File: config.mk
export PLATFORM = sky130hd
export DESIGN_NAME = biu_div
export DESIGN_NICKNAME = d
export VERILOG_FILES = /design/src/rtl/bilinear_image_upscaler_defines.svh /design/src/rtl/biu_pkg.sv /design/src/rtl/biu_div.sv
export SDC_FILE = /design/constraint.sdc
export NUM_CORES = 1
export LEC_CHECK = 0
export BUFFER_PORTS_ARGS = -buffer_cell sky130_fd_sc_hd__buf_2
export CORE_AREA = 2 2 329 331
export DETAILED_ROUTE_END_ITERATION = 10
export DIE_AREA = 0 0 331 333
export GPL_TIMING_DRIVEN = 0
export PLACE_DENSITY = 0.59
export REMOVE_ABC_BUFFERS = 1
export SLEW_MARGIN = 40
export SYNTH_ARGS = -nofsm -noshare
export SYNTH_HDL_FRONTEND = slang
export SYNTH_SLANG_ARGS = --single-unit
File: constraint.sdc
create_clock -name clk_i -period 5.4 [get_ports clk_i]
set_input_delay 1.35 -clock clk_i [delete_from_list [all_inputs] [get_ports clk_i]]
set_output_delay 1.35 -clock clk_i [all_outputs]
set_load 0.01 [all_outputs]
File: src/rtl/bilinear_image_upscaler_defines.svh
// ----------------------------------------------------------------------------
// Bilinear upscaler assertion macros
// Shared property shorthands for the upscaler RTL.
// ----------------------------------------------------------------------------
`ifndef BILINEAR_IMAGE_UPSCALER_DEFINES_SVH
`define BILINEAR_IMAGE_UPSCALER_DEFINES_SVH

// same-cycle implication, clocked on clk_i, off during reset
`define BIU_ASSERT_IMP(lbl, ante, cons, msg) \
  lbl: assert property (@(posedge clk_i) disable iff (!rst_ni) (ante) |-> (cons)) \
    else $error(msg);

// next-cycle implication
`define BIU_ASSERT_NXT(lbl, ante, cons, msg) \
  lbl: assert property (@(posedge clk_i) disable iff (!rst_ni) (ante) |=> (cons)) \
    else $error(msg);

`endif

File: src/rtl/biu_pkg.sv
// ----------------------------------------------------------------------------
// Bilinear upscaler package
// Sizes, register codes and the sideband type shared by the upscaler RTL.
// ----------------------------------------------------------------------------
`timescale 1ns / 1ps
`default_nettype none

package biu_pkg;

  localparam int MAX_WIDTH  = 256;
  localparam int MAX_HEIGHT = 256;
  localparam int FRAC_BITS  = 8;

  localparam int COORD_W    = 13;
  localparam int DIM_W      = 9;
  localparam int SCALE_W    = 13;
  localparam int SCALE_FRAC = 8;
  localparam int CH_W       = 8;
  localparam int PIX_W      = 3 * CH_W;

  localparam int XA_W = $clog2(MAX_WIDTH);
  localparam int YA_W = $clog2(MAX_HEIGHT);

  // output extent = (scale * (src + 1)) >> SCALE_FRAC
  localparam int EXT_W  = SCALE_W + DIM_W - SCALE_FRAC;
  localparam int DIVD_W = COORD_W + DIM_W + FRAC_BITS;
  localparam int DIVS_W = EXT_W;
  localparam int QUO_W  = DIM_W + FRAC_BITS;
  localparam int WGT_W  = 2 * FRAC_BITS + 1;

  localparam int BANK_AW    = (XA_W - 1) + (YA_W - 1);
  localparam int BANK_DEPTH = 2 ** BANK_AW;

  localparam int CFG_IDX_W = 2;
  localparam logic [CFG_IDX_W-1:0] REG_SRC_WIDTH  = 2'd0;
  localparam logic [CFG_IDX_W-1:0] REG_SRC_HEIGHT = 2'd1;
  localparam logic [CFG_IDX_W-1:0] REG_SCALE      = 2'd2;

  localparam logic [DIM_W-1:0]   SRC_WIDTH_RST  = DIM_W'(256);
  localparam logic [DIM_W-1:0]   SRC_HEIGHT_RST = DIM_W'(256);
  localparam logic [SCALE_W-1:0] SCALE_RST      = SCALE_W'(512);

  // item info that rides alongside the divider stages
  typedef struct packed {
    logic            vld;
    logic            req;
    logic            ok;     // write in frame, or request inside output
    logic            one_x;  // output axis has at most one pixel
    logic            one_y;
    logic [XA_W-1:0] x;
    logic [YA_W-1:0] y;
    logic [PIX_W-1:0] pix;
  } sb_t;

endpackage

`default_nettype wire

File: src/rtl/biu_div.sv
// ----------------------------------------------------------------------------
// Upscaler divider
// Pipelined restoring divider, one quotient bit per stage.
// ----------------------------------------------------------------------------
`timescale 1ns / 1ps
`default_nettype none

module biu_div (
  input  wire                          clk_i,
  input  wire                          en_i,
  input  wire [biu_pkg::DIVD_W-1:0]    dividend_i,
  input  wire [biu_pkg::DIVS_W-1:0]    divisor_i,
  output logic [biu_pkg::QUO_W-1:0]    quotient_o
);

  localparam int QW = biu_pkg::QUO_W;
  localparam int RW = biu_pkg::DIVS_W;

  logic [RW-1:0] rem_q [QW];
  logic [QW-1:0] num_q [QW];
  logic [QW-1:0] quo_q [QW];
  logic [RW-1:0] den_q [QW];

  // quotient is known to fit QW bits, so the top dividend bits start below the divisor
  for (genvar s = 0; s < QW; s++) begin : g_step
    logic [RW-1:0] rem_in;
    logic [RW-1:0] den_in;
    logic [QW-1:0] num_in;
    logic [QW-1:0] quo_in;
    logic [RW:0]   trial;
    logic          ge;

    if (s == 0) begin : g_first
      assign rem_in = RW'(dividend_i[biu_pkg::DIVD_W-1:QW]);
      assign num_in = dividend_i[QW-1:0];
      assign quo_in = '0;
      assign den_in = divisor_i;
    end else begin : g_next
      assign rem_in = rem_q[s-1];
      assign num_in = num_q[s-1];
      assign quo_in = quo_q[s-1];
      assign den_in = den_q[s-1];
    end

    assign trial = {rem_in, num_in[QW-1]};
    assign ge    = (trial >= {1'b0, den_in});

    always_ff @(posedge clk_i) begin
      if (en_i) begin
        rem_q[s] <= ge ? RW'(trial - {1'b0, den_in}) : trial[RW-1:0];
        num_q[s] <= {num_in[QW-2:0], 1'b0};
        quo_q[s] <= {quo_in[QW-2:0], ge};
        den_q[s] <= den_in;
      end
    end
  end

  assign quotient_o = quo_q[QW-1];

endmodule

`default_nettype wire

==> summary.txt <==
STA
  – Final number of setup-violating endpoints: 0
  – RSZ-0062 raised after global routing: false
  – Fmax: 0.295 GHz
  – Final hold violation count: 0
  – Slew HR: 0.408
  – Worst Hold Slack: 0.386 ns
  – Slew @ Worst Pin: 0.882 ns
  – Slew Limit Fails: 0
  – Minimum clock period: 3.39 ns
  – Max Clock Skew: 0.0326 ns
  – Period utilization: 0.628

Yosys
  – Yosys top cell area share: 0.613
  – Post-synth EDFFs: 737
  – Share of flip-flops with an asynchronous set or reset: 0
  – Syn avg cell area: 13.5 µm²
  – Post-synthesis cell type count: 73
  – Syn Inst Count: 2674
  – Yosys top cell by area: edfxtp_1
  – Ys flop type: edfxtp_1
  – Fraction of the yosys area taken by sequential cells: 0.613
  – Syn Std Cell Area: 0.0361 mm²
  – Yosys warning count: 0
  – Synth area leaders: edfxtp_1 61%, ha_1 8.8%, mux2_2 5.0%
  – Synth Register Bits: 737

Placement
  – Gpl congestion: 0.873
  – Port Buffers: 62
  – HPWL after detailed placement: 43000 µm

Route
  – DR vias: 20400
  – DRT Pass-1 Iters: 6
  – Antenna Nets Post-Route: 0
  – Met2 WL: 31600 µm
  – Met1 WL: 24600 µm
  – WL/cell: 14.3 µm
  – Routed WL: 61200 µm
  – DRT iter0 DRCs: 1003
  – Post-route DRC: 0
  – Highest metal used: met4
  – Wire length on met3: 2370 µm
  – Vias per cell: 4.77

Worst setup path
  – Capturing element type of the critical path: flip-flop
  – Crit Path Class: flip-flop to flip-flop
  – FF-to-FF path depth: 10
  – WP data required: 5.80 ns
  – Slowest cell on crit path: a2111oi_4
  – Top delay family on crit path: compound AO/OA/AOI/OAI gates
  – Critical path arrival: 3.79 ns
  – Crit-path most repeated cell: buf_4
  – Reg-to-reg critical path endpoint: rem_q[0][206]
  – Crit path cell chain: ha_1 -> a211oi_2 -> nor2_1 -> o41ai_4 -> nand2_2 -> o2111a_1 -> a2111oi_4 -> buf_4 -> buf_4 -> mux2_4
  – Worst Setup Start Kind: flip-flop
  – Largest stage delay on the critical path: 0.56 ns
  – Reg2reg start: rem_q[0][187]
  – Critical path peak fanout: 6
  – WP buf/inv: 2
  – FF-to-FF setup slack: 2.01 ns

Global routing
  – Grt ovf: 0
  – Vias in the first global route: 20700
  – Total GRT Usage: 0.112
  – Initial antenna violation count: 0
  – First-pass GRT wire length: 101000 µm
  – Largest net degree at the start of global routing: 105

Floorplan
  – Die Y: 333 µm
  – Die X: 331 µm
  – Area of the core: 0.107 mm²
  – Std cell rows: 120
  – Total die area: 0.110 mm²
  – Ports: 63
  – Initial Util: 0.339

Finish
  – Final core utilization: 0.386
  – Commonest non-fill, non-tap cell in the layout: edfxtp_1
  – Sequential Area: 0.0221 mm²
  – Share of cells above drive strength 1: 0.137
  – Most frequent cells in the layout: 737 x edfxtp_1, 303 x inv_1, 253 x ha_1
  – Ant diodes: 0
  – Area occupied by multi-input gates: 0.0128 mm²
  – Filler instances: 10100
  – Area growth syn-to-layout: 14.1%
  – Nets: 3115

Clock tree
  – CTS tree: built
  – Postcts setup bufs: 0
  – Clk_lat worst skew: 0.65 ns
  – Sink Count: 737
  – Post-CTS sizing: 0
  – Root Driver: clkbuf_16
  – Clk slew on worst S/H paths: 0.06 ns
  – Deepest clock path buffer count: 3
  – Inserted Clock Buffers: 85
  – Hold_buf cts: 0
  – Htree depth: 3

Pwr
  – Worst vdd ir: 256 µV
  – Total power: 0.0223 W
  – Net Sw Frac: 0.314
  – Internal power: 0.0153 W
  – Comb power frac: 0.360
  – Total leakage power: 16.0 nW
  – Clock power share: 0.257
  – Pwr dens: 542 mW/mm²
  – Switching power: 0.00701 W
  – Sequential share of power: 0.382

Min path
  – End of the worst hold path: num_q[0][206]
  – Hold depth: 0
  – HP Start: num_q[0][189]
  – Hold Crit Class: flip-flop to flip-flop

Flow run
  – Maxcap violations: 0

Outcome
  – Status: completed
-- sequential cells by signal, summed over array words and instances, names as in the netlist --
signal,count
den_q,224
num_q,136
quo_q,153
rem_q,224
-- routing by layer --
metal  vias to the layer above  GRT usage
li1                      10200          -
met3                       152     0.0228
met1                      9686      0.122
met2                       314      0.205
met5                         -          0
met4                         0     0.0566
-- synth_stat cells, drive strengths merged (6+ instances only) --
library cell	number
nand3	40
buf	14
nor2b	35
inv	303
a211oi	26
xor2	65
mux2	168
o31ai	12
fa	16
nand4b	6
ha	253
o21bai	18
nand4	48
o21ai	103
or3	13
nor3	23
a21o	56
a31oi	17
nand3b	6
clkbuf	21
a21oi	189
xnor2	103
nand2b	20
nor2	111
o21a	28
a2111oi	7
nor4	13
o31a	6
o211ai	8
or2	6
mux2i	19
edfxtp	737
nand2	102
o22ai	9
a211o	6
-- area by class of cell --
class / count / area share
repair buffers: 74 / 0.0138
multi-input cells: 1599 / 0.310
inverters: 303 / 0.0276
flip-flops and latches: 737 / 0.537
well taps: 1403 / 0.0426
clock buffers: 104 / 0.0544
clock inverters: 52 / 0.0137
-- worst register-to-register path, stage by stage (launching register included) --
cell,delay [ns]
edfxtp_1,0.42
ha_1,0.41
a211oi_2,0.24
nor2_1,0.11
o41ai_4,0.29
nand2_2,0.10
o2111a_1,0.28
a2111oi_4,0.56
buf_4,0.26
buf_4,0.18
mux2_4,0.31
-- worst max-delay path by stage --
stage                    from             to  slack [ns]  depth (start not counted)
2_1_floorplan  dividend_i[16]   rem_q[0][12]        1.46                         10
3_3_place_gp             en_i   den_q[0][10]       -8.54                          1
3_5_place_dp   dividend_i[16]   rem_q[0][12]        1.37                         12
4_1_cts         den_q[0][188]  rem_q[0][203]        1.98                         11
5_1_grt         den_q[0][188]  rem_q[0][207]        1.79                         11
6_report        rem_q[0][187]  rem_q[0][206]        2.01                         10
-- power by group through the flow --
stage | combinational, W | clock [W] | sequential (W)
6_report | 0.00804 | 0.00574 | 0.00853
3_5_place_dp | 0.00797 | 0 | 0.00866
5_1_grt | 0.00900 | 0.00618 | 0.00867
2_1_floorplan | 0.00634 | 0 | 0.00843
3_3_place_gp | 0.00780 | 0 | 0.00878
4_1_cts | 0.00805 | 0.00596 | 0.00855
-- cells by family after synthesis --
kind of cell,synth area share
buf+inv,0.0360
flops,0.613
xor+xnor,0.0408
fa+ha+maj,0.0966
mux,0.0585
compound gates,0.0945
simple gates,0.0605
-- through the flow --
step / setup WS [ns] / std cells / setup TNS [ns] / cell area [µm²]
detailed placement: 1.37 / 4116 / 0 / 38300
finish: 2.01 / 4272 / 0 / 41200
floorplan: 1.46 / 2639 / 0 / 35900
CTS: 1.98 / 4272 / 0 / 41100
global route: 1.79 / 4272 / 0 / 41200
global placement: -8.54 / 4104 / -6213.85 / 38000
No activity file was read; power rests on OpenSTA's default activity.
